$ cat src/hdl/rbd_pkg.sv
// shared types, constants and codes of the planar byterun1 row decoder
// no dependencies; imported by every other file of the block
package rbd_pkg;

	localparam int CFG_IDX_W   = 2;
	localparam int CFG_DATA_W  = 13;
	localparam int QUEUE_DEPTH = 4;

	localparam int DEF_MAX_ROW_BYTES = 512;
	localparam int DEF_MAX_PLANES    = 8;
	localparam int DEF_MAX_ROWS      = 4096;

	// control byte that does nothing, and the rounding added to the width
	localparam logic [7:0] RUN_NOP     = 8'h80;
	localparam int         WIDTH_ROUND = 15;

	typedef enum logic [CFG_IDX_W-1:0] {
		REG_MODE   = 2'd0,
		REG_WIDTH  = 2'd1,
		REG_HEIGHT = 2'd2,
		REG_PLANES = 2'd3
	} reg_idx_t;

	typedef enum logic [7:0] {
		MODE_RAW  = 8'd0,
		MODE_RUN1 = 8'd1
	} mode_t;

	typedef enum logic [1:0] {
		PH_CONTROL = 2'd0,
		PH_LITERAL = 2'd1,
		PH_REPEAT  = 2'd2
	} phase_t;

	typedef enum logic [1:0] {
		FIN_RUNNING = 2'd0,
		FIN_DONE    = 2'd1,
		FIN_ERROR   = 2'd2
	} fin_t;

	typedef enum logic [2:0] {
		ST_BUSY      = 3'd0,
		ST_COMPLETE  = 3'd1,
		ST_TRUNCATED = 3'd2,
		ST_OVERFLOW  = 3'd3,
		ST_BADMODE   = 3'd4,
		ST_IGNORED   = 3'd5
	} status_t;

	typedef struct packed {
		logic [7:0] body_byte;
		logic       last_byte;
	} body_t;

	typedef struct packed {
		logic       write_valid;
		logic [7:0] byte_value;
		logic [7:0] run_length;
		logic [2:0] plane_index;
		logic [11:0] row_index;
		logic [8:0] column_byte;
		logic [2:0] status;
	} result_t;

	// byte as classified by the front part
	typedef struct packed {
		logic [7:0] body_byte;
		logic       last_byte;
		logic       is_nop;
		logic       is_literal;
		logic [7:0] run_n;
	} cls_t;

	typedef struct packed {
		logic [7:0]  mode;
		logic [12:0] width;
		logic [12:0] height;
		logic [3:0]  planes;
	} cfg_t;

endpackage

$ cat src/hdl/rbd_body_if.sv
// input channel: one body byte per transfer
// depends on rbd_pkg
interface rbd_body_if;
	import rbd_pkg::*;
	logic  valid;
	logic  ready;
	body_t data;
	modport source(output valid, output data, input ready);
	modport sink(input valid, input data, output ready);
endinterface

$ cat src/hdl/rbd_result_if.sv
// output channel: one decode result per transfer
// depends on rbd_pkg
interface rbd_result_if;
	import rbd_pkg::*;
	logic    valid;
	logic    ready;
	result_t data;
	modport source(output valid, output data, input ready);
	modport sink(input valid, input data, output ready);
endinterface

$ cat src/hdl/rbd_front.sv
// front part: takes body bytes and classifies them as control codes
// depends on rbd_pkg, rbd_body_if
module rbd_front (
	input  logic           clk,
	input  logic           arst_n,
	rbd_body_if.sink       body,
	output logic           cls_valid,
	output rbd_pkg::cls_t  cls,
	input  logic           cls_ready
);
	import rbd_pkg::*;

	logic valid_s1;
	cls_t cls_s1;
	cls_t cls_d;
	logic [8:0] n_wide;

	always_comb begin
		if (body.data.body_byte[7]) begin
			n_wide = 9'd257 - {1'b0, body.data.body_byte};
		end else begin
			n_wide = {1'b0, body.data.body_byte} + 9'd1;
		end
		cls_d.body_byte  = body.data.body_byte;
		cls_d.last_byte  = body.data.last_byte;
		cls_d.is_nop     = (body.data.body_byte == RUN_NOP);
		cls_d.is_literal = !body.data.body_byte[7];
		cls_d.run_n      = n_wide[7:0];
	end

	assign body.ready = !valid_s1 || cls_ready;

	always_ff @(posedge clk or negedge arst_n) begin
		if (!arst_n) begin
			valid_s1 <= 1'b0;
		end else if (body.ready) begin
			valid_s1 <= body.valid;
		end
	end

	always_ff @(posedge clk) begin
		if (body.ready && body.valid) begin
			cls_s1 <= cls_d;
		end
	end

	assign cls_valid = valid_s1;
	assign cls       = cls_s1;

endmodule

$ cat src/hdl/rbd_queue.sv
// short queue between the classifying front and the decoding back
// depends on rbd_pkg
module rbd_queue #(
	parameter int DEPTH = rbd_pkg::QUEUE_DEPTH
) (
	input  logic          clk,
	input  logic          arst_n,
	input  logic          push_valid,
	input  rbd_pkg::cls_t push_data,
	output logic          push_ready,
	output logic          pop_valid,
	output rbd_pkg::cls_t pop_data,
	input  logic          pop_ready
);
	import rbd_pkg::*;

	localparam int PW = (DEPTH > 1) ? $clog2(DEPTH) : 1;
	localparam int CW = $clog2(DEPTH + 1);

	cls_t          entry_q [DEPTH];
	logic [PW-1:0] wr_q;
	logic [PW-1:0] rd_q;
	logic [CW-1:0] count_q;
	logic          do_push;
	logic          do_pop;

	assign push_ready = (count_q != CW'(DEPTH));
	assign pop_valid  = (count_q != '0);
	assign pop_data   = entry_q[rd_q];
	assign do_push    = push_valid && push_ready;
	assign do_pop     = pop_valid && pop_ready;

	always_ff @(posedge clk or negedge arst_n) begin
		if (!arst_n) begin
			wr_q    <= '0;
			rd_q    <= '0;
			count_q <= '0;
		end else begin
			if (do_push) begin
				wr_q <= (wr_q == PW'(DEPTH - 1)) ? '0 : wr_q + 1'b1;
			end
			if (do_pop) begin
				rd_q <= (rd_q == PW'(DEPTH - 1)) ? '0 : rd_q + 1'b1;
			end
			if (do_push && !do_pop) begin
				count_q <= count_q + 1'b1;
			end else if (do_pop && !do_push) begin
				count_q <= count_q - 1'b1;
			end
		end
	end

	always_ff @(posedge clk) begin
		if (do_push) begin
			entry_q[wr_q] <= push_data;
		end
	end

endmodule

$ cat src/hdl/rbd_back.sv
// back part: run decoding, row/plane/column tracking and the output register
// depends on rbd_pkg, rbd_result_if
module rbd_back #(
	parameter int MAX_ROW_BYTES = rbd_pkg::DEF_MAX_ROW_BYTES,
	parameter int MAX_PLANES    = rbd_pkg::DEF_MAX_PLANES,
	parameter int MAX_ROWS      = rbd_pkg::DEF_MAX_ROWS
) (
	input  logic          clk,
	input  logic          arst_n,
	input  rbd_pkg::cfg_t cfg,
	input  logic          cls_valid,
	input  rbd_pkg::cls_t cls,
	output logic          cls_ready,
	rbd_result_if.source  result
);
	import rbd_pkg::*;

	localparam int COLW = (MAX_ROW_BYTES > 1) ? $clog2(MAX_ROW_BYTES) : 1;
	localparam int PLW  = (MAX_PLANES > 1) ? $clog2(MAX_PLANES) : 1;
	localparam int ROWW = (MAX_ROWS > 1) ? $clog2(MAX_ROWS) : 1;
	localparam int RBW  = $clog2(MAX_ROW_BYTES + 1);
	localparam int RUW  = $clog2(MAX_ROWS + 1);
	// common width for position compares
	localparam int SUMW = ((RBW > 9) ? RBW : 9) + 1;
	localparam int ROWCW = RUW + 1;

	phase_t          phase_q, phase_d;
	logic [7:0]      lit_q, lit_d;
	logic [7:0]      rep_q, rep_d;
	logic [COLW-1:0] col_q, col_d;
	logic [PLW-1:0]  plane_q, plane_d;
	logic [ROWW-1:0] row_q, row_d;
	fin_t            fin_q, fin_d;

	logic            out_valid_q;
	result_t         out_q;
	result_t         res;

	logic [13:0]     rb_raw;
	logic [RBW-1:0]  rb;
	logic [3:0]      pu;
	logic [RUW-1:0]  ru;
	logic [SUMW-1:0] col_sum;
	logic [SUMW-1:0] room;
	logic [4:0]      plane_inc;
	logic [ROWCW-1:0] row_inc;
	logic            emit;
	logic [7:0]      emit_cnt;
	logic            done;
	logic [2:0]      status;
	logic            take;

	// saturated row length, plane count and height
	always_comb begin
		rb_raw = (((14'(cfg.width) + 14'(WIDTH_ROUND)) >> 4) << 1);
		if (rb_raw < 14'd2) begin
			rb = RBW'(2);
		end else if (32'(rb_raw) > MAX_ROW_BYTES) begin
			rb = RBW'(MAX_ROW_BYTES);
		end else begin
			rb = RBW'(rb_raw);
		end
		if (cfg.planes == 4'd0) begin
			pu = 4'd1;
		end else if (32'(cfg.planes) > MAX_PLANES) begin
			pu = 4'(MAX_PLANES);
		end else begin
			pu = cfg.planes;
		end
		if (cfg.height == 13'd0) begin
			ru = RUW'(1);
		end else if (32'(cfg.height) > MAX_ROWS) begin
			ru = RUW'(MAX_ROWS);
		end else begin
			ru = RUW'(cfg.height);
		end
	end

	assign take      = cls_valid && cls_ready;
	assign cls_ready = !out_valid_q || result.ready;

	always_comb begin
		phase_d  = phase_q;
		lit_d    = lit_q;
		rep_d    = rep_q;
		col_d    = col_q;
		plane_d  = plane_q;
		row_d    = row_q;
		fin_d    = fin_q;
		status   = 3'(ST_BUSY);
		emit     = 1'b0;
		emit_cnt = 8'd1;
		done     = 1'b0;
		room     = (SUMW'(col_q) < SUMW'(rb)) ? SUMW'(rb) - SUMW'(col_q) : '0;

		if (fin_q != FIN_RUNNING) begin
			status = 3'(ST_IGNORED);
		end else if (cfg.mode > MODE_RUN1) begin
			fin_d  = FIN_ERROR;
			status = 3'(ST_BADMODE);
		end else if (cfg.mode == MODE_RAW) begin
			emit = 1'b1;
		end else begin
			unique case (phase_q)
				PH_LITERAL: begin
					lit_d = (lit_q == 8'd0) ? 8'd0 : lit_q - 8'd1;
					if (lit_d == 8'd0) begin
						phase_d = PH_CONTROL;
					end
					emit = 1'b1;
				end
				PH_REPEAT: begin
					emit_cnt = rep_q;
					phase_d  = PH_CONTROL;
					rep_d    = 8'd0;
					emit     = 1'b1;
				end
				default: begin
					if (!cls.is_nop) begin
						if (SUMW'(cls.run_n) > room) begin
							fin_d  = FIN_ERROR;
							status = 3'(ST_OVERFLOW);
						end else if (cls.is_literal) begin
							lit_d   = cls.run_n;
							phase_d = PH_LITERAL;
						end else begin
							rep_d   = cls.run_n;
							phase_d = PH_REPEAT;
						end
					end
				end
			endcase
		end

		// advance column, then plane, then row
		col_sum   = SUMW'(col_q) + SUMW'(emit_cnt);
		plane_inc = 5'(plane_q) + 5'd1;
		row_inc   = ROWCW'(row_q) + ROWCW'(1);
		if (emit) begin
			if (col_sum >= SUMW'(rb)) begin
				col_d = '0;
				if (plane_inc >= 5'(pu)) begin
					plane_d = '0;
					row_d   = ROWW'(row_inc);
					if (row_inc >= ROWCW'(ru)) begin
						fin_d = FIN_DONE;
						done  = 1'b1;
					end
				end else begin
					plane_d = PLW'(plane_inc);
				end
			end else begin
				col_d = COLW'(col_sum);
			end
		end

		if (done) begin
			status = 3'(ST_COMPLETE);
		end else if (cls.last_byte && status == 3'(ST_BUSY)) begin
			status = 3'(ST_TRUNCATED);
		end

		res.write_valid = emit;
		res.byte_value  = emit ? cls.body_byte : 8'd0;
		res.run_length  = emit ? emit_cnt : 8'd0;
		res.plane_index = emit ? 3'(plane_q) : 3'd0;
		res.row_index   = emit ? 12'(row_q) : 12'd0;
		res.column_byte = emit ? 9'(col_q) : 9'd0;
		res.status      = status;

		// end of body: start over for the next one
		if (cls.last_byte) begin
			phase_d = PH_CONTROL;
			lit_d   = 8'd0;
			rep_d   = 8'd0;
			col_d   = '0;
			plane_d = '0;
			row_d   = '0;
			fin_d   = FIN_RUNNING;
		end
	end

	always_ff @(posedge clk or negedge arst_n) begin
		if (!arst_n) begin
			phase_q     <= PH_CONTROL;
			lit_q       <= 8'd0;
			rep_q       <= 8'd0;
			col_q       <= '0;
			plane_q     <= '0;
			row_q       <= '0;
			fin_q       <= FIN_RUNNING;
			out_valid_q <= 1'b0;
		end else begin
			if (take) begin
				phase_q <= phase_d;
				lit_q   <= lit_d;
				rep_q   <= rep_d;
				col_q   <= col_d;
				plane_q <= plane_d;
				row_q   <= row_d;
				fin_q   <= fin_d;
			end
			if (cls_ready) begin
				out_valid_q <= cls_valid;
			end
		end
	end

	always_ff @(posedge clk) begin
		if (take) begin
			out_q <= res;
		end
	end

	assign result.valid = out_valid_q;
	assign result.data  = out_q;

endmodule

$ cat src/hdl/planar_byterun1_row_decoder_core.sv
// top level of the planar byterun1 row decoder: config registers, front, queue, back
// depends on rbd_pkg, rbd_body_if, rbd_result_if, rbd_front, rbd_queue, rbd_back
//
// channel   dir   transfer when          payload
// body      in    body.valid&&ready      body_byte, last_byte
// result    out   result.valid&&ready    write_valid .. status
// cfg       in    cfg_we                 cfg_index, cfg_data
//
// one byte per cycle sustained while result is ready; the decode state loop in the back part
// updates once per taken byte. a byte passes the front register and the queue to the result register.
// the queue lets the front keep taking bytes while result stalls, until the queue is full.
// reset clears all decode state and loads the register defaults (mode 1, 320x200, 5 planes).
module planar_byterun1_row_decoder_core #(
	parameter int MAX_ROW_BYTES = rbd_pkg::DEF_MAX_ROW_BYTES,
	parameter int MAX_PLANES    = rbd_pkg::DEF_MAX_PLANES,
	parameter int MAX_ROWS      = rbd_pkg::DEF_MAX_ROWS
) (
	input  logic                           clk,
	input  logic                           arst_n,
	rbd_body_if.sink                       body,
	rbd_result_if.source                   result,
	input  logic                           cfg_we,
	input  logic [rbd_pkg::CFG_IDX_W-1:0]  cfg_index,
	input  logic [rbd_pkg::CFG_DATA_W-1:0] cfg_data
);
	import rbd_pkg::*;

	cfg_t cfg_q;
	logic cls_valid, cls_ready;
	cls_t cls_f;
	logic q_valid, q_ready;
	cls_t q_data;

	always_ff @(posedge clk or negedge arst_n) begin
		if (!arst_n) begin
			cfg_q.mode   <= MODE_RUN1;
			cfg_q.width  <= 13'd320;
			cfg_q.height <= 13'd200;
			cfg_q.planes <= 4'd5;
		end else if (cfg_we) begin
			unique case (reg_idx_t'(cfg_index))
				REG_MODE:   cfg_q.mode   <= cfg_data[7:0];
				REG_WIDTH:  cfg_q.width  <= cfg_data;
				REG_HEIGHT: cfg_q.height <= cfg_data;
				REG_PLANES: cfg_q.planes <= cfg_data[3:0];
				default: ;
			endcase
		end
	end

	rbd_front u_front (
		.clk       (clk),
		.arst_n    (arst_n),
		.body      (body),
		.cls_valid (cls_valid),
		.cls       (cls_f),
		.cls_ready (cls_ready)
	);

	rbd_queue #(
		.DEPTH (QUEUE_DEPTH)
	) u_queue (
		.clk        (clk),
		.arst_n     (arst_n),
		.push_valid (cls_valid),
		.push_data  (cls_f),
		.push_ready (cls_ready),
		.pop_valid  (q_valid),
		.pop_data   (q_data),
		.pop_ready  (q_ready)
	);

	rbd_back #(
		.MAX_ROW_BYTES (MAX_ROW_BYTES),
		.MAX_PLANES    (MAX_PLANES),
		.MAX_ROWS      (MAX_ROWS)
	) u_back (
		.clk       (clk),
		.arst_n    (arst_n),
		.cfg       (cfg_q),
		.cls_valid (q_valid),
		.cls       (q_data),
		.cls_ready (q_ready),
		.result    (result)
	);

	// a result without a write carries zeroed fields
	a_nowrite_zero: assert property (@(posedge clk) disable iff (!arst_n)
		result.valid && !result.data.write_valid |->
			result.data.byte_value == 8'd0 && result.data.run_length == 8'd0)
		else $error("result without write has nonzero fields");

	// a write always carries a run of 1..128
	a_run_range: assert property (@(posedge clk) disable iff (!arst_n)
		result.valid && result.data.write_valid |->
			result.data.run_length != 8'd0 && result.data.run_length <= 8'd128)
		else $error("write run length out of range");

	// errors and ignored bytes never write
	a_err_nowrite: assert property (@(posedge clk) disable iff (!arst_n)
		result.valid && (result.data.status == 3'(ST_IGNORED) ||
			result.data.status == 3'(ST_OVERFLOW) ||
			result.data.status == 3'(ST_BADMODE)) |-> !result.data.write_valid)
		else $error("write reported with error or ignored status");

	// completion is only reported together with a write
	a_done_write: assert property (@(posedge clk) disable iff (!arst_n)
		result.valid && result.data.status == 3'(ST_COMPLETE) |->
			result.data.write_valid)
		else $error("image complete without a write");

endmodule
$ cat src/flat_wrapper.sv
// flat-port wrapper written by rule: the top's interface ports become plain ports
module planar_byterun1_row_decoder_core_flat import rbd_pkg::*;
#(
	parameter int MAX_ROW_BYTES = rbd_pkg::DEF_MAX_ROW_BYTES,
	parameter int MAX_PLANES    = rbd_pkg::DEF_MAX_PLANES,
	parameter int MAX_ROWS      = rbd_pkg::DEF_MAX_ROWS
)
  (clk, arst_n, cfg_we, cfg_index, cfg_data, body_valid, body_data, body_ready, result_valid, result_data, result_ready);
  rbd_body_if body_i ();
  rbd_result_if result_i ();
  input  logic clk;
  input  logic arst_n;
  input  logic cfg_we;
  input  logic [rbd_pkg::CFG_IDX_W-1:0] cfg_index;
  input  logic [rbd_pkg::CFG_DATA_W-1:0] cfg_data;
  input wire logic [$bits(body_i.valid)-1:0] body_valid;
  input wire logic [$bits(body_i.data)-1:0] body_data;
  output wire logic [$bits(body_i.ready)-1:0] body_ready;
  output wire logic [$bits(result_i.valid)-1:0] result_valid;
  output wire logic [$bits(result_i.data)-1:0] result_data;
  input wire logic [$bits(result_i.ready)-1:0] result_ready;
  assign body_i.valid = body_valid;
  assign body_i.data = body_data;
  assign body_ready = body_i.ready;
  assign result_valid = result_i.valid;
  assign result_data = result_i.data;
  assign result_i.ready = result_ready;
  planar_byterun1_row_decoder_core #(.MAX_ROW_BYTES(MAX_ROW_BYTES), .MAX_PLANES(MAX_PLANES), .MAX_ROWS(MAX_ROWS)) u_core (.clk(clk), .arst_n(arst_n), .body(body_i), .result(result_i), .cfg_we(cfg_we), .cfg_index(cfg_index), .cfg_data(cfg_data));
endmodule
$ cat config.mk
export PLATFORM = sky130hd
export DESIGN_NAME = planar_byterun1_row_decoder_core_flat
export DESIGN_NICKNAME = d
export VERILOG_FILES = /design/src/hdl/rbd_pkg.sv /design/src/hdl/rbd_body_if.sv /design/src/hdl/rbd_result_if.sv /design/src/hdl/rbd_front.sv /design/src/hdl/rbd_queue.sv /design/src/hdl/rbd_back.sv /design/src/hdl/planar_byterun1_row_decoder_core.sv /design/src/flat_wrapper.sv
export SDC_FILE = /design/constraint.sdc
export NUM_CORES = 1
export LEC_CHECK = 0
export BUFFER_PORTS_ARGS = -buffer_cell sky130_fd_sc_hd__buf_2
export CORE_ASPECT_RATIO = 0.75
export CORE_MARGIN = 2
export CORE_UTILIZATION = 50
export CTS_CLUSTER_SIZE = 25
export DETAILED_ROUTE_END_ITERATION = 12
export PLACE_DENSITY = 0.66
export SKIP_LAST_GASP = 1
export SYNTH_ARGS = -nofsm -noshare
export SYNTH_HDL_FRONTEND = slang
export SYNTH_SLANG_ARGS = --single-unit
$ cat constraint.sdc
create_clock -name clk -period 13.3 [get_ports clk]
set_clock_uncertainty 0.2 [all_clocks]
set_input_delay 1.33 -clock clk [delete_from_list [all_inputs] [get_ports clk]]
set_output_delay 1.33 -clock clk [all_outputs]
set_load 0.005 [all_outputs]
==> results of run 1 <==
## power breakdown
part	internal, mW	switching, mW	leakage, nW	total [mW]
registers	0.928	0.0875	2.48	1.02
clock network	0.347	0.282	0.369	0.629
logic	0.349	0.517	2.54	0.866
total	1.62	0.887	5.39	2.51
## registers in the layout, summed over array words and instances (netlist names)
signal,cells
u_core.cfg_q,38
u_core.u_back.col_q,9
u_core.u_back.fin_q,2
u_core.u_back.lit_q,8
u_core.u_back.phase_q,2
u_core.u_back.plane_q,3
u_core.u_back.rep_q,8
u_core.u_back.result.data,44
u_core.u_back.result.valid,1
u_core.u_back.row_q,12
u_core.u_front.cls,19
u_core.u_front.cls_valid,1
u_core.u_queue.count_q,3
u_core.u_queue.entry_q,76
u_core.u_queue.rd_q,2
u_core.u_queue.wr_q,2
## metal layers
layer | GRT usage [%] | vias to the layer above | wire length, um
met5 | 0 | - | 11
met3 | 4.57 | 35 | 1940
met1 | 34.4 | 3576 | 12500
li1 | - | 3579 | -
met2 | 28.5 | 245 | 9790
met4 | 4.44 | 2 | 480
## worst min-delay path, cell delays in order (launching register included)
cell     delay, ns
dfrtp_1       0.36
nand2_1       0.05
nand2_1       0.05
## final timing paths
path	startpoint	to	slack, ns
max	u_core.cfg_q[33]	u_core.u_back.row_q[6]	7.39
min	u_core.u_back.result.valid	u_core.u_back.result.valid	0.29
max reg2reg	u_core.cfg_q[33]	u_core.u_back.row_q[6]	7.39
min reg2reg	u_core.u_back.result.valid	u_core.u_back.result.valid	0.29
max in group asynchronous	arst_n	u_core.cfg_q[12]	11.21
min in group asynchronous	arst_n	u_core.u_back.row_q[8]	0.57
## synth_stat cells, drive strengths merged, types with 17 or more instances
master	instances	share of area (%)
clkbuf	22	0.72
a21oi	37	1.6
xnor2	26	2.0
nand2	72	2.4
nand3	30	1.3
a22o	17	1.3
dfrtp	83	18
o21ai	34	1.5
inv	54	1.8
nor2	37	1.2
and3	39	2.1
mux2	42	4.1
and2	22	1.2
edfxtp	139	36
ha	67	7.3
mux4	17	3.3
## placed cells by master (no fill, tap or decap), drive strengths merged, types with 37 or more instances in the layout
cell / count
inv: 55
and3: 39
dfrtp: 83
nand2: 72
buf: 80
mux2: 42
ha: 67
edfxtp: 139
nor2: 37
a21oi: 37
## logic make-up (layout without fill, tap and decap cells)
group,Yosys count,in the layout,synth area share [%]
simple gates,273,273,12.5
flops,230,230,56.2
compound gates,161,161,9.50
buf+inv,85,179,2.94
fa+ha+maj,70,70,7.81
mux,64,64,7.88
xor+xnor,42,42,3.20
## cell type report
cell class                 count  share of cell area, %
tap                          300                   2.91
sequential                   230                   50.0
clock buffer                  26                   4.86
timing repair buffer          80                   3.23
inverter                      55                   1.64
clock inverter                18                  0.978
multi-input combinational    610                   36.4
## metrics by stage
step / utilization [%] / worst slack, ns / instances
final: 56.6 / 7.39 / 1319
after global routing: 56.6 / 6.69 / 1319
after CTS: 56.6 / 7.38 / 1319
after detailed placement: 53.3 / 7.45 / 1275
after global placement: 53.3 / 7.66 / 1275
after floorplan: - / 8.58 / 925
==> results_dict.tcl, run 1 <==
set metrics [dict create \
    cts_buffers 24 \
    dr_total_vias 7437 \
    multi_input_area_um2 4700 \
    die_h_um 135 \
    end_kind "register" \
    area_delta_synth_final_pct 12.4 \
    cap_violations 0 \
    clk_latency_ns 0.52 \
    slew_headroom_pct 23.8 \
    regArea_um2 6460 \
    ir_worst_vdd_uv 132 \
    start_util_pct 50.4 \
    firstDrtPassIters 5 \
    critPathArrivalTime_ns 6.15 \
    ys_ff_latch 230 \
    cpMaxStageDelayCell "nor3_2" \
    netlist_instances 925 \
    synth_edf_count 139 \
    cts_root_buffer "clkbuf_16" \
    drv_slew 0 \
    required_ns 13.53 \
    hold_viol_final 0 \
    num_antenna_cells 0 \
    pin_count 75 \
    min_path_type "register to register" \
    hpwl_um 17900 \
    crit_buf_inv 1 \
    drt-vias-per-instance 5.64 \
    dieArea_um2 24200 \
    crit_type "register to register" \
    synth_cell_types 67 \
    cpPeakStageDelay_ns 0.96 \
    synth.yosys.warnings 0 \
    grt_pass1_wl_um 39400 \
    drive_gt1_share_pct 20.5 \
    cts-resized-gates 0 \
    synth_area_per_cell_um2 12.4 \
    finalCriticalPeriod_ns 5.91 \
    gp_congestion 0.910 \
    antenna_left 0 \
    ys.flop_type "edfxtp_1" \
    track_usage_pct 21.0 \
    coreArea_um2 22800 \
    finalHoldWorstSlack_ns 0.293 \
    ctsHtreeMaxLevel 1 \
    setup_tns_ns 0 \
    clkTransAtPathRegs_ns 0.06 \
    hold_buffers 0 \
    hold_path_depth 2 \
    antenna_found_initial 1 \
    core.rowCount 48 \
    p_leak_nw 5.39 \
    seq_area_frac_synth_pct 56.2 \
    drt-initial-drc-count 644 \
    grt_max_degree 59 \
    rr_worst_depth 23 \
    fin_nets 1100 \
    mappedNetlistArea_um2 11500 \
    fin_crit_sh_pct 44.5 \
    synthesis.nets 1024 \
    power.total_mw 2.51 \
    clk_path_buf_depth 3 \
    worstPathCellList "nor4_1 -> nand2_1 -> nor3_4 -> buf_4 -> and3_1 -> nand2b_1 -> ha_1 -> fa_1 -> a21oi_1 -> nor2_1 -> nor2_1 -> o21bai_1 -> a21oi_1 -> xnor2_1 -> ha_1 -> nand2_1 -> o21ai_0 -> o31ai_1 -> o21ai_0 -> a21oi_1 -> nor3_2 -> nand3_1 -> o21ai_0" \
    crit_path_start_kind "register" \
    n_fill_cell 1927 \
    drt-total-wl_um 24700 \
    pwr_density_cell_nw_per_um2 194 \
    crit_fanout 36 \
    grt_pass1_vias 7124 \
    cp_top_family "simple AND/OR/NAND/NOR gates" \
    drc 0 \
    status "finished clean" \
    timing.fmax_mhz 169 \
    cts_tree "done" \
    worst_slew_pin_slew_ns 1.14 \
    post_cts_buffers 0 \
    numPortBuffers 74 \
    crit_cells 23 \
    wl_per_cell_um 18.8 \
    clock_sinks 230 \
    rsz0062_at_grt "no" \
    async_flop_share_pct 39.6 \
    dpl_cell_area_um2 12200 \
    gr-total-overflow 0 \
    design_area_um2 12900 \
    dieWidth_um 179 \
    setup_viol 0 \
]
(Power assumes the default switching activity.)
==> run 2: changes to the inputs <==
ABC_AREA = 1   (was unset)
PLACE_DENSITY = 0.68   (was 0.66)
clock period = 5.44 ns   (was 13.3 ns; I/O delays follow)
==> results_dict.tcl, run 2 <==
set metrics [dict create \
    status "finished clean" \
    slew_headroom_pct 35.5 \
    synthesis.nets 1345 \
    drv_slew 0 \
    netlist_instances 1246 \
    area_delta_synth_final_pct 14.2 \
    ys_ff_latch 230 \
    drt-vias-per-instance 5.26 \
    r2r-start "u_core.cfg_q[23]" \
    timing.fmax_mhz 199 \
    crit_type "register to register" \
    async_flop_share_pct 39.6 \
    grt_pass1_vias 7901 \
    setup_viol 0 \
    pwr_density_cell_nw_per_um2 566 \
    synth-adder-area-share_pct 7.66 \
    largest_register_ffs 76 \
    fin_nets 1433 \
    gp_congestion 0.923 \
    coreArea_um2 23000 \
    synth_area_per_cell_um2 9.42 \
    crit_path_start_kind "register" \
    r2r-end "u_core.u_back.rep_q[0]" \
    finalHoldWorstSlack_ns 0.0255 \
    drive_gt1_share_pct 13.9 \
    yosys.area_share.simple_pct 18.9 \
    num_antenna_cells 0 \
    numPortBuffers 74 \
    synth_top_family_by_area "simple AND/OR/NAND/NOR gates" \
    track_usage_pct 21.0 \
    layout_common_cells "nand2_1 (260), inv_1 (140), edfxtp_1 (139), nor2_1 (136), o21ai_0 (91)" \
    min_path_type "input pin to register" \
    yosysMostFrequentCell "nand2_1" \
    die_h_um 137 \
    drt-total-wl_um 26000 \
    antenna_found_initial 0 \
    start_util_pct 51.0 \
    p_leak_nw 6.03 \
    clock_sinks 230 \
    core.rowCount 48 \
    dr_total_vias 8668 \
    crit_end "u_core.u_back.rep_q[0]" \
    crit_fanout 16 \
    rr_worst_depth 32 \
    seq_area_frac_synth_pct 55.1 \
    cts_tree "done" \
    end_kind "register" \
    hold_start "body_data[0]" \
    yosysTopAreaCellShare_pct 35.6 \
    max_flop_register "u_core.u_queue.entry_q" \
    yosys.area.top_type "edfxtp_1" \
    clk_latency_ns 0.51 \
    synth_mux_area_share_pct 0.0960 \
    cts_root_buffer "clkbuf_16" \
    ys.flop_type "edfxtp_1" \
    wl_per_cell_um 15.8 \
    synth.area.top_cells "edfxtp_1 (36%), dfrtp_1 (18%), nand2_1 (8.5%), ha_1 (7.1%), nor2_1 (4.7%)" \
    ir_worst_vdd_uv 318 \
    n_fill_cell 1964 \
    cap_violations 0 \
    gr-total-overflow 0 \
    crit_top_cell "nand2_1" \
    mostFrequentLayoutCell "nand2_1" \
    firstDrtPassIters 5 \
    antenna_left 0 \
    hold_viol_final 0 \
    cpMaxStageDelayCell "dfstp_2" \
    cpPeakStageDelay_ns 0.55 \
    dieArea_um2 24700 \
    dieWidth_um 181 \
    pin_count 75 \
    regToRegSetupSlack_ns 0.43 \
    largest_registers "u_core.u_queue.entry_q: 76 flops, u_core.u_back.result.data: 44 flops, u_core.cfg_q: 38 flops" \
    mappedNetlistArea_um2 11700 \
    grt_max_degree 56 \
    synth_common_cells "nand2_1 (265), nor2_1 (146), inv_1 (141), edfxtp_1 (139), o21ai_0 (91)" \
    synth_edf_count 139 \
    drc 0 \
    hpwl_um 18100 \
    critPathArrivalTime_ns 5.24 \
    synth_cell_types 50 \
    dp_slack_ns 0.322 \
    drt-initial-drc-count 834 \
    synth.yosys.warnings 0 \
    synth-compound-area-share_pct 10.3 \
    clkTransAtPathRegs_ns 0.06 \
    crit_start "u_core.cfg_q[23]" \
    fin_crit_sh_pct 92.2 \
    ctsHtreeMaxLevel 1 \
    power.total_mw 7.58 \
    synthXorXnorAreaFrac_pct 2.17 \
    required_ns 5.67 \
    fin_util_pct 58.3 \
    layout_setup_ws_ns 0.425 \
    grt_pass1_wl_um 41400 \
    clk_path_buf_depth 3 \
    cts_buffers 23 \
    worst_slew_pin_slew_ns 0.966 \
    finalCriticalPeriod_ns 5.01 \
]
run 2: timing repair:
item	in CTS	in global routing
resized for setup	0	34
endpoints found under the hold margin	49	0
setup endpoints to repair	0	30
hold buffers	1	0
buffers inserted	0	6
run 2: critical path: cells and delay by family, from the launching register on:
family / cells / cell delay [ns]
adders and majority gates: 2 / 0.68
buffers and inverters: 4 / 0.38
DFF: 1 / 0.55
xor gates and xnor gates: 2 / 0.40
and+or+nand+nor: 20 / 2.18
AOI/OAI and AO/OA: 4 / 0.51
run 2: cells by family (layout without fill, tap and decap cells):
| family | after synthesis | after routing |
|---|---|---|
| and+or+nand+nor | 526 | 526 |
| DFF | 230 | 230 |
| AOI/OAI and AO/OA | 214 | 214 |
| buffers and inverters | 176 | 278 |
| adders and majority gates | 70 | 70 |
| xor gates and xnor gates | 29 | 29 |
| muxes | 1 | 1 |
run 2: layout make-up:
class | count | area [um^2] | share of cell area, %
Tap cell | 300 | 375 | 2.80
Clock inverter | 7 | 85.1 | 0.635
Multi-Input combinational cell | 840 | 4710 | 35.2
Clock buffer | 32 | 674 | 5.03
Timing Repair Buffer | 93 | 543 | 4.05
Inverter | 146 | 549 | 4.10
Sequential cell | 230 | 6460 | 48.2
run 2: stage by stage:
stage               cell area [um^2]  instances  TNS [ns]
finish                         13400       1648         0
global route                   13400       1648    -0.296
CTS                            13200       1642         0
detailed placement             12400       1602         0
global placement               12400       1602         0
floorplan                      11700       1246         0
run 2: layer usage:
metal  track usage, %  part of all wire, %
met1             33.7                   51
met2             29.8                   41
met3             3.57                  7.3
met4             4.12                  1.3
met5                0                    0
run 2: worst min-delay path by stage:
stage               cells past startpoint  slack [ns]                endpoint
finish                                  1        0.03  u_core.u_front.cls[10]
global route                            1        0.02  u_core.u_front.cls[10]
CTS                                     1       0.009  u_core.u_front.cls[10]
detailed placement                      2        0.27  u_core.u_back.rep_q[3]
global placement                        2        0.26        u_core.cfg_q[33]
floorplan                               0        0.05        u_core.cfg_q[12]
run 2: power by group:
group / switching (mW) / internal [mW]
clock: 0.640 / 0.955
combinational: 2.19 / 1.15
sequential: 0.238 / 2.40
==> run 3: changes to the inputs <==
PLACE_DENSITY = 0.7   (was 0.68)
==> results_dict.tcl, run 3 (synthesis gave the netlist of run 2 again) <==
set metrics [dict create \
    status "finished clean" \
    pin_count 75 \
    cts_tree "done" \
    largest_registers "u_core.u_queue.entry_q: 76 flops, u_core.u_back.result.data: 44 flops, u_core.cfg_q: 38 flops" \
    grt_pass1_vias 8065 \
    rr_worst_depth 32 \
    end_kind "register" \
    pwr_density_cell_nw_per_um2 569 \
    ir_worst_vdd_uv 484 \
    setup_viol 0 \
    drt-initial-drc-count 820 \
    fin_crit_sh_pct 92.6 \
    dieArea_um2 24700 \
    dpl_cell_area_um2 12400 \
    p_leak_nw 6.02 \
    layout_setup_ws_ns 0.403 \
    dp.cells 1601 \
    timing.fmax_mhz 199 \
    finalCriticalPeriod_ns 5.04 \
    grt_use_met3_pct 3.25 \
    num_antenna_cells 0 \
    required_ns 5.69 \
    numPortBuffers 74 \
    clock_sinks 230 \
    slew_headroom_pct 34.4 \
    crit_top_cell "nand2_1" \
    die_h_um 137 \
    fin_util_pct 58.2 \
    gr-usage-met1_pct 32.7 \
    grt_pass1_wl_um 41600 \
    antenna_left 0 \
    setup_tns_ns 0 \
    antenna_found_initial 0 \
    dr_total_vias 8874 \
    rsz0062_at_grt "yes" \
    hold_path_depth 2 \
    hold_start "result_ready" \
    start_util_pct 51.0 \
    coreArea_um2 23000 \
    cts_buffers 25 \
    worst_slew_pin_slew_ns 0.982 \
    crit_type "register to register" \
    max_flop_register "u_core.u_queue.entry_q" \
    area_delta_synth_final_pct 14.2 \
    grtUsageMet2_pct 31.2 \
    layout_common_cells "nand2_1 (260), inv_1 (141), edfxtp_1 (139), nor2_1 (138), o21ai_0 (91)" \
    gp_congestion 0.864 \
    clkTransAtPathRegs_ns 0.06 \
    final_cells 1650 \
    crit_path_start_kind "register" \
    crit_fanout 16 \
    design_area_um2 13400 \
    mostFrequentLayoutCell "nand2_1" \
    regToRegSetupSlack_ns 0.40 \
    dieWidth_um 181 \
    cpMaxStageDelayCell "dfstp_2" \
    r2r-end "u_core.u_back.rep_q[4]" \
    r2r-start "u_core.cfg_q[23]" \
    ctsHtreeMaxLevel 1 \
    drt-total-wl_um 26300 \
    cpPeakStageDelay_ns 0.55 \
    clk_latency_ns 0.53 \
    power.total_mw 7.62 \
    whs_endpoint "u_core.u_back.result.valid" \
    firstDrtPassIters 5 \
    clk_path_buf_depth 3 \
    largest_register_ffs 76 \
    drv_slew 0 \
    dp_slack_ns 0.363 \
    drive_gt1_share_pct 14.1 \
    grt_max_degree 57 \
    cts_root_buffer "clkbuf_16" \
    gr-total-overflow 0 \
    track_usage_pct 21.2 \
    fin_nets 1431 \
    core.rowCount 48 \
    drc 0 \
    critPathArrivalTime_ns 5.29 \
    drt-vias-per-instance 5.38 \
    cap_violations 0 \
    min_path_type "input pin to register" \
    hold_viol_final 0 \
    hpwl_um 18300 \
    wl_per_cell_um 16.0 \
    finalHoldWorstSlack_ns 0.0525 \
    top_usage_layer "met1" \
]
run 3: changes by cell type in the layout (fill, tap and decap cells not counted), moves of 3 or more:
cell	change
nor2_2	+3
nor2_4	-5
clkinv_2	+5
buf_4	-4
run 3: worst max-delay path by stage:
stage / slack (ns) / start / endpoint / cells past startpoint
final: 0.40 / u_core.cfg_q[23] / u_core.u_back.rep_q[4] / 32
after global routing: -0.03 / u_core.cfg_q[23] / u_core.u_back.rep_q[4] / 31
after CTS: 0.35 / u_core.cfg_q[23] / u_core.u_back.lit_q[0] / 32
after detailed placement: 0.36 / u_core.cfg_q[23] / u_core.u_back.lit_q[0] / 32
after global placement: 0.41 / u_core.cfg_q[23] / u_core.u_back.lit_q[0] / 32
after floorplan: 0.90 / u_core.cfg_q[23] / u_core.u_back.rep_q[6] / 32
run 3: repair_timing:
item                                   in CTS  in global routing
endpoints found under the hold margin      36                  0
resized for setup                           0                 26
setup endpoints to repair                   0                 32
hold buffers                                2                  0
setup buffers                               0                  2
run 3: critical path: cells and delay by family, from the launching register on:
family | cells | cell delay, ns
AO/OA/AOI/OAI | 4 | 0.53
XOR/XNOR | 2 | 0.35
adder cells (fa/ha/maj) | 2 | 0.68
buffers and inverters | 4 | 0.45
flip-flops | 1 | 0.55
AND/OR/NAND/NOR | 20 | 2.18
run 3: layout make-up:
cell class,instances,area [um^2]
Timing Repair Buffer,89,498
Fill cell,1950,9610
Clock buffer,34,699
Clock inverter,11,114
Tap cell,300,375
Inverter,146,549
Multi-Input combinational cell,840,4700
Sequential cell,230,6460
run 3: per-layer routing:
metal	share of wire, %	wire length, um
met4	2.4	624
met5	0	0
met3	7.3	1930
met1	48	12800
met2	42	11000
run 3: where the power goes:
group          switching [mW]  internal, mW  total [mW]
Clock                   0.670         0.995        1.67
Sequential              0.247          2.40        2.65
Combinational            2.17          1.13        3.30
